--- src/design/eql_pkg.sv ---
`default_nettype none
package eql_pkg;

    localparam int MAX_WIDTH   = 1024;
    localparam int MAX_HEIGHT  = 512;
    localparam int DIR_BITS    = 16;
    localparam int ANGLE_STEPS = 16;

    localparam int IDX_W       = 19;
    localparam int STORE_DEPTH = 1 << IDX_W;
    localparam int RGB_W       = 24;
    localparam int W_REG_W     = 11;
    localparam int H_REG_W     = 10;
    localparam int COL_W       = 10;
    localparam int ROW_W       = 9;
    localparam int CFG_DATA_W  = 11;
    localparam int CFG_IDX_W   = 2;

    localparam int QPTR_W      = 2;
    localparam int QUEUE_DEPTH = 1 << QPTR_W;

    localparam int SQ_W        = 2 * DIR_BITS;
    localparam int SQRT_STEPS  = DIR_BITS;
    localparam int REM_W       = DIR_BITS + 4;
    localparam int VEC_SHIFT   = 16;
    localparam int VEC_W       = 36;
    localparam int ANG_W       = 34;
    localparam int TURN_BITS   = 32;
    localparam int THETA_W     = TURN_BITS + 1;
    localparam int CPROD_W     = TURN_BITS + W_REG_W;
    localparam int RPROD_W     = THETA_W + H_REG_W;
    localparam int RFULL_W     = RPROD_W - (TURN_BITS - 1);
    localparam int ADDR_SUM_W  = ROW_W + W_REG_W + 1;

    localparam int STAGE_M1    = 2 + SQRT_STEPS + ANGLE_STEPS + 1;
    localparam int STAGE_MEM   = STAGE_M1 + 2;
    localparam int LAT         = STAGE_MEM + 2;

    localparam logic [SQ_W-1:0] ONE_SQ = SQ_W'(1) << (2 * DIR_BITS - 2);
    localparam logic signed [ANG_W-1:0] HALF_TURN = ANG_W'(64'd2147483648);

    typedef enum logic [1:0] {
        KIND_WRITE,
        KIND_LOOKUP,
        KIND_BLACK
    } t_kind;

    typedef enum logic [CFG_IDX_W-1:0] {
        CFG_WIDTH  = 2'd0,
        CFG_HEIGHT = 2'd1,
        CFG_LOADED = 2'd2
    } t_cfg_index;

    typedef struct packed {
        logic [W_REG_W-1:0] width;
        logic [H_REG_W-1:0] height;
    } t_geom;

    typedef struct packed {
        t_kind             kind;
        logic [IDX_W-1:0]  idx;
        logic [RGB_W-1:0]  rgb;
    } t_meta;

    typedef struct packed {
        t_meta                       meta;
        logic signed [DIR_BITS-1:0]  x;
        logic signed [DIR_BITS-1:0]  y;
        logic signed [DIR_BITS-1:0]  z;
    } t_item;

    function automatic logic [TURN_BITS-1:0] atan_turn(input logic [4:0] i);
        case (i)
            5'd0:  atan_turn = 32'd536870912;
            5'd1:  atan_turn = 32'd316933406;
            5'd2:  atan_turn = 32'd167458907;
            5'd3:  atan_turn = 32'd85004756;
            5'd4:  atan_turn = 32'd42667331;
            5'd5:  atan_turn = 32'd21354465;
            5'd6:  atan_turn = 32'd10679838;
            5'd7:  atan_turn = 32'd5340245;
            5'd8:  atan_turn = 32'd2670163;
            5'd9:  atan_turn = 32'd1335087;
            5'd10: atan_turn = 32'd667544;
            5'd11: atan_turn = 32'd333772;
            5'd12: atan_turn = 32'd166886;
            5'd13: atan_turn = 32'd83443;
            5'd14: atan_turn = 32'd41722;
            5'd15: atan_turn = 32'd20861;
            5'd16: atan_turn = 32'd10430;
            5'd17: atan_turn = 32'd5215;
            5'd18: atan_turn = 32'd2608;
            5'd19: atan_turn = 32'd1304;
            5'd20: atan_turn = 32'd652;
            5'd21: atan_turn = 32'd326;
            5'd22: atan_turn = 32'd163;
            5'd23: atan_turn = 32'd81;
            5'd24: atan_turn = 32'd41;
            5'd25: atan_turn = 32'd20;
            5'd26: atan_turn = 32'd10;
            5'd27: atan_turn = 32'd5;
            5'd28: atan_turn = 32'd3;
            5'd29: atan_turn = 32'd1;
            5'd30: atan_turn = 32'd1;
            default: atan_turn = 32'd0;
        endcase
    endfunction

endpackage
`default_nettype wire

--- src/design/eql_front.sv ---
`default_nettype none
module eql_front import eql_pkg::*; (
    input  logic                        i_clk,
    input  logic                        i_rst_n,
    input  logic                        i_cfg_we,
    input  logic [CFG_IDX_W-1:0]        i_cfg_index,
    input  logic [CFG_DATA_W-1:0]       i_cfg_data,
    input  logic                        push,
    output logic                        full,
    input  logic                        i_command,
    input  logic [IDX_W-1:0]            i_texel_index,
    input  logic [7:0]                  i_texel_red,
    input  logic [7:0]                  i_texel_green,
    input  logic [7:0]                  i_texel_blue,
    input  logic signed [DIR_BITS-1:0]  i_dir_x,
    input  logic signed [DIR_BITS-1:0]  i_dir_y,
    input  logic signed [DIR_BITS-1:0]  i_dir_z,
    input  logic                        i_take,
    output logic                        o_valid,
    output t_item                       o_item,
    output t_geom                       o_geom
);

    logic [W_REG_W-1:0] r_width;
    logic [H_REG_W-1:0] r_height;
    logic               r_loaded;

    t_item              r_q [0:QUEUE_DEPTH-1];
    logic [QPTR_W-1:0]  r_wp;
    logic [QPTR_W-1:0]  r_rp;
    logic [QPTR_W:0]    r_cnt;

    t_item n_item;
    logic  accept;

    always_ff @(posedge i_clk) begin
        if (!i_rst_n) begin
            r_width  <= W_REG_W'(1);
            r_height <= H_REG_W'(1);
            r_loaded <= 1'b0;
        end else if (i_cfg_we) begin
            case (t_cfg_index'(i_cfg_index))
                CFG_WIDTH:  r_width  <= i_cfg_data;
                CFG_HEIGHT: r_height <= i_cfg_data[H_REG_W-1:0];
                CFG_LOADED: r_loaded <= i_cfg_data[0];
                default: ;
            endcase
        end
    end

    always_comb begin
        if (r_width == '0) begin
            o_geom.width = W_REG_W'(1);
        end else if (r_width > W_REG_W'(MAX_WIDTH)) begin
            o_geom.width = W_REG_W'(MAX_WIDTH);
        end else begin
            o_geom.width = r_width;
        end
        if (r_height == '0) begin
            o_geom.height = H_REG_W'(1);
        end else if (r_height > H_REG_W'(MAX_HEIGHT)) begin
            o_geom.height = H_REG_W'(MAX_HEIGHT);
        end else begin
            o_geom.height = r_height;
        end
    end

    always_comb begin
        if (!i_command) begin
            n_item.meta.kind = KIND_WRITE;
        end else if (r_loaded) begin
            n_item.meta.kind = KIND_LOOKUP;
        end else begin
            n_item.meta.kind = KIND_BLACK;
        end
        n_item.meta.idx = i_texel_index;
        n_item.meta.rgb = {i_texel_red, i_texel_green, i_texel_blue};
        n_item.x        = i_dir_x;
        n_item.y        = i_dir_y;
        n_item.z        = i_dir_z;
    end

    assign full    = (r_cnt == (QPTR_W + 1)'(QUEUE_DEPTH));
    assign accept  = push && !full;
    assign o_valid = (r_cnt != '0);
    assign o_item  = r_q[r_rp];

    always_ff @(posedge i_clk) begin
        if (accept) begin
            r_q[r_wp] <= n_item;
        end
    end

    always_ff @(posedge i_clk) begin
        if (!i_rst_n) begin
            r_wp  <= '0;
            r_rp  <= '0;
            r_cnt <= '0;
        end else begin
            if (accept) begin
                r_wp <= r_wp + 1'b1;
            end
            if (i_take) begin
                r_rp <= r_rp + 1'b1;
            end
            case ({accept, i_take})
                2'b10:   r_cnt <= r_cnt + 1'b1;
                2'b01:   r_cnt <= r_cnt - 1'b1;
                default: r_cnt <= r_cnt;
            endcase
        end
    end

endmodule
`default_nettype wire

--- config.mk ---
export PLATFORM = sky130hd
export DESIGN_NAME = eql_front
export DESIGN_NICKNAME = d
export VERILOG_FILES = /design/src/design/eql_pkg.sv /design/src/design/eql_front.sv
export SDC_FILE = /design/constraint.sdc
export NUM_CORES = 1
export LEC_CHECK = 0
export ABC_CLOCK_PERIOD_IN_PS = 3800
export BUFFER_PORTS_ARGS = -buffer_cell sky130_fd_sc_hd__buf_4
export CAP_MARGIN = 10
export CORE_MARGIN = 3
export CORE_UTILIZATION = 59
export CTS_BUF_LIST = sky130_fd_sc_hd__clkbuf_8
export DETAILED_ROUTE_END_ITERATION = 6
export PLACE_DENSITY_LB_ADDON = 0.15
export SYNTH_ARGS = -nofsm -noshare
export SYNTH_HDL_FRONTEND = slang
export SYNTH_SLANG_ARGS = --single-unit
export TNS_END_PERCENT = 1
--- constraint.sdc ---
create_clock -name i_clk -period 3.8 [get_ports i_clk]
set_input_delay 0.38 -clock i_clk [delete_from_list [all_inputs] [get_ports i_clk]]
set_output_delay 0.38 -clock i_clk [all_outputs]
set_load 0.005 [all_outputs]
======== After elaboration in Yosys (flattened, before gate mapping) ========
Memories as Yosys holds them, arrays and structs flattened. A register that Yosys moved wholly into a read port is not among the register bits.
Index checks and enable logic that the tools add are counted.
cells by class
  multiplexer cells ....................... 11
  bitwise gates (word level) .............. 0
  $add $sub $neg .......................... 4
  multiply operators ...................... 0
  div/mod/pow operators ................... 0
  reductions and logical operators ........ 10
  order comparisons ....................... 2
  shift-type cells ........................ 0
  equal/unequal tests ..................... 5
operator list
  kind                                                                 count
  11-bit two-way mux                                                   2
  10-bit two-way mux                                                   2
  11-bit greater-than comparator (second input constant)               1
  11-bit zero test                                                     1
  10-bit greater-than comparator (second input constant)               1
  10-bit zero test                                                     1
  2-bit two-way mux                                                    4
  3-bit case mux with 2 select lines                                   1
  2-bit AND reduction                                                  3
  2-bit by 1-bit adder with 2-bit output (second input constant)       2
  2-bit by 1-bit == test with 1-bit output (second input constant)     2
  2-bit == test (second input constant)                                2
  3-bit by 1-bit adder with 3-bit output (second input constant)       1
  3-bit == test (second input constant)                                1
  3-bit nonzero test                                                   1
  3-bit by 1-bit subtractor with 3-bit output (second input constant)  1
  2-bit zero test                                                      1
  1-bit two-way mux                                                    2
  2-bit nonzero test                                                   1
  1-bit logical AND                                                    1
  1-bit zero test                                                      1
word-level totals
  latch bits .............................. 0
  memories kept ........................... 1
  output and inout port bits .............. 116
  ROM bits ................................ 0
  register bits after elaboration ......... 29
  logic and storage cells ................. 39
  memory bits (writable) .................. 372
  input port bits ......................... 110
memory list
  name  depth  width  rd ports  clocked after Yosys merged registers in  wr ports  line             text
  r_q   4      93     1         1                                        1         eql_front.sv:28  t_item r_q [0:QUEUE_DEPTH-1];

======== Depth between registers and ports, before layout ========
  word-level depth ........................ 5
  mapped depth ............................ 9

======== Least setup slack after synthesis ========
OpenSTA, ideal clock, no wires.
  path type ............................... register to register
  start point ............................. register r_cnt[0]
  end point ............................... memory r_q[2][0] in the netlist's numbering, enable pin
  cell stages (with the launch flop) ...... 5
  library setup time ...................... 0.462 ns
  path buffers ............................ 1
  slack ................................... 0.333 ns
  clock period less this slack ............ 3.467 ns
  data required time ...................... 3.338 ns
  arrival ................................. 3.005 ns
  cells stage by stage .................... dfxtp_1 -> nor3b_1 -> nor2b_1 -> clkbuf_1 -> and2_1
between the ends
  longest elaborated chain between the ends .. 5
RTL lines
  item                                     line              text
  start, declared                          eql_front.sv:31   logic [QPTR_W:0] r_cnt;
  start signal, assigned                   eql_front.sv:107  2'b10: r_cnt <= r_cnt + 1'b1;
  start signal, assigned                   eql_front.sv:108  2'b01: r_cnt <= r_cnt - 1'b1;
  start signal, assigned                   eql_front.sv:109  default: r_cnt <= r_cnt;
  3-bit == test                            eql_front.sv:83   assign full = (r_cnt == (QPTR_W + 1)'(QUEUE_DEPTH));
  via full                                 eql_front.sv:9    output logic full,
  1-bit zero test                          eql_front.sv:84   assign accept = push && !full;
  1-bit logical AND                        eql_front.sv:84
  1-bit two-way mux                        eql_front.sv:89   if (accept) begin
  1-bit two-way mux (implied by the code)  eql_front.sv:90   r_q[r_wp] <= n_item;
  end, declared                            eql_front.sv:28
The timed path passes the listed nets, and every way through them passes these cells.

==> key figures <==
CTS
  • Worst skew pair latency: 0.59 ns
  • CTS sink count: ~400
  • CTS root buffer: clkbuf_8
  • Clk buf depth: 3
  • TritonCTS clock tree: built
  • CTS Buf Count: 60
  • H-tree Lvls: 2
  • CTS clk-pin slew, worst paths: 0.06 ns

STA
  • Finish-stage setup viols: 0
  • Sum Neg Setup Slack: 0 ns
  • Hold Slack: approximately 0.044 ns
  • Slew HR: about 27%
  • Final Cycle Share: 74.7%
  • Clock skew: roughly 0.022 ns
  • Fin. Hold Viols: 0
  • Unrepaired setup endpoints after global routing: no
  • Setup ws final: 0.960 ns
  • Post-layout min period: 2.84 ns
  • Fmax: roughly 350 MHz
  • Slew Limit Fails: 0
  • Slew @ Worst Pin: about 1.1 ns

Logic synthesis
  • Mapped Nets: 753
  • Synth Warn #: 0
  • Post-Synth XOR/XNOR Area: less than 1%
  • Simple-gate portion of the synthesized area: about 2.8%
  • Mean post-synth cell area: roughly 23 um^2
  • Compound-Gate Fraction of Synth Area: less than 1%
  • Main combinational cell family by area after synthesis: multiplexers
  • Synth Area in Adders: 0.554%
  • Yosys reg bits: roughly 400
  • Synth unique cells: 27
  • Multiplexer share of the synthesized area: between 10% and 20%
  • Post-Syn Area: 14900 um^2
  • Cells after synthesis: between 600 and 700
  • Post-synthesis sequential area ratio: between 70% and 80%

GRT
  • Met3 Track Usage GR: about 5.9%
  • Pin count of the biggest net entering global routing: 60
  • GR Util met2: between 30% and 40%
  • Total grt overflow: 0
  • Vias in the first global route: between 8000 and 9000
  • Met1 GRT Util: between 20 and 30%
  • Initial antenna violation count: 3
  • GR Util All Layers: 22.1%
  • First-pass GRT wire length: 45600 um
  • Most Crowded Layer GR: met2

Floorplan
  • I/O Pins: 226
  • Die width: approximately 160 um
  • Core area: 24500 um^2
  • FP Rows: 57
  • Die area: ~27000 um^2
  • Initial Util: around 61%
  • Die height: 165 um

Placed design
  • GPL Wtd Cong: approximately 0.82
  • Dpl cell area: roughly 17000 um^2
  • PortBufs: around 230
  • Hpwl dp: roughly 18000 um
  • Pre-CTS WS: ~1.2 ns

Worst setup path
  • Worst Setup EP: o_item[22]
  • Reg2reg path depth: 4
  • Reg2reg start: r_cnt[0]
  • Worst setup SP type: flop
  • Crit Path Max Fanout: 33
  • Critical Path RT: between 3 and 4 ns
  • R2r endpoint: r_q[2][59]
  • Crit path arrival time: between 2 and 2.5 ns
  • Worst setup EP type: output port
  • Setup CP Type: reg2out
  • Worst R2R Setup Slack: approximately 1.3 ns

Run
  • Max cap viols: 0

Cells and area
  • Synth-to-Final Area Change: 27.5%
  • Nets: 1116
  • Share of cells above drive strength 1: between 30% and 40%
  • Fin util: slightly below 80%
  • Post-route cell area: ~19000 um^2

Power
  • Power density cells: just over 500 nW/um^2
  • Leak pwr: 6.76 nW
  • VDD IR max: between 0.0003 and 0.0004 V

Drt
  • Via count: roughly 7600
  • Routed len/inst: about 21 um
  • Routed Antenna Nets: 0
  • Drt pass-1 iters: 5
  • DRT iter0 DRCs: 453
  • Vias/cell: about 5.5
  • # DRC: 0
  • Routed wire length: 29500 um

Run status
  • Run status: complete, no violations

Min path
  • Hold crit path type: in2reg
[flip-flops by register name, summed over array words and instances, names as in the netlist, named ones only]
register	count
r_cnt	3
r_height	10
r_loaded	1
r_q	372
r_rp	2
r_width	11
r_wp	2
[through the flow]
step / std cells / power, W
floorplan: 637 / 0.00596
global placement: 1171 / 0.00653
detailed placement: 1171 / 0.00659
CTS: 1375 / 0.00984
global route: 1377 / 0.0101
finish: 1377 / 0.00974
[Yosys cell counts, drive strengths merged]
master | count | share of area, %
a21boi | 1 | 0.050
edfxtp | 372 | 75
xor2 | 1 | 0.059
ha | 5 | 0.42
nor3b | 2 | 0.13
buf | 20 | 1.1
nor3 | 1 | 0.034
nand2 | 7 | 0.18
nor2b | 40 | 1.7
clkbuf | 10 | 0.25
dfxtp | 31 | 4.2
xnor2 | 3 | 0.18
o21ai | 1 | 0.034
mux4 | 93 | 14
a21oi | 1 | 0.034
inv | 3 | 0.076
a31oi | 1 | 0.042
and2 | 9 | 0.38
fa | 1 | 0.13
nor2 | 3 | 0.076
or3 | 2 | 0.084
mux2i | 25 | 1.7
nor4 | 3 | 0.13
nand3b | 2 | 0.10
[report_power, final]
part | internal (W) | switching, W | total, W
combinational | 0.000700 | 0.000552 | 0.00125
clock | 0.00164 | 0.00155 | 0.00319
sequential | 0.00518 | 0.000122 | 0.00530
total | 0.00752 | 0.00222 | 0.00974
[timing repair]
item | CTS | global route
resized for setup | 0 | 0
setup buffers | 0 | 0
endpoints found under the setup margin | 0 | 0
hold buffers | 91 | 0
endpoints found under the hold margin | 364 | 0
[metal layers]
metal  routed length [um]  up-vias
met5                    7        -
met4                  588        2
met3                 2240       54
met2                14900      293
met1                11700     3857
li1                     -     3361
[layout by cell type (no fill, tap or decap), drive strengths merged]
cell         count
nand3b           2
nor2             3
buf            240
nand2            7
edfxtp         372
and2             9
nor4             3
fa               1
xnor2            3
clkinv          25
a21oi            1
nor3             1
inv             25
mux4            93
clkbuf          65
mux2i           25
xor2             1
ha               5
diode            2
a21boi           1
dlygate4sd3     91
o21ai            1
bufinv           1
nor2b           40
nor3b            2
or3              2
a31oi            1
dfxtp           31
[how the worst min path moves through the flow]
| stage | slack [ns] | cells past startpoint | endpoint | start |
|---|---|---|---|---|
| 2_1_floorplan | 0.44 | 2 | r_width[0] | r_width[0] |
| 3_3_place_gp | 0.48 | 2 | r_wp[0] | r_wp[0] |
| 3_5_place_dp | 0.49 | 2 | r_width[0] | r_width[0] |
| 4_1_cts | 0.002 | 3 | r_width[0] | i_cfg_data[0] |
| 5_1_grt | 0.03 | 3 | r_height[0] | i_cfg_data[0] |
| 6_report | 0.04 | 3 | r_width[0] | i_cfg_data[0] |
[worst max-delay path: stages (launching register included)]
cell and delay, ns:
dfxtp_4 0.74, buf_12 0.35, mux4_2 0.58, buf_4 0.16
[final cells by class]
| cell class | count | area (um^2) |
|---|---|---|
| flip-flops and latches | 403 | 11800 |
| fillers | 1347 | 5540 |
| multi-input cells | 201 | 2910 |
| repair buffers | 331 | 2750 |
| clock buffers | 65 | 895 |
| well taps | 324 | 405 |
| clock inverters | 48 | 219 |
| inverters | 3 | 11.3 |
| diodes | 2 | 5.00 |
[cells by family after synthesis]
logic type      Yosys count
flops                   403
mux                     118
simple gates             69
buf+inv                  33
fa+ha+maj                 6
compound gates            4
xor+xnor                  4
No activity file was read; power rests on OpenSTA's default activity.
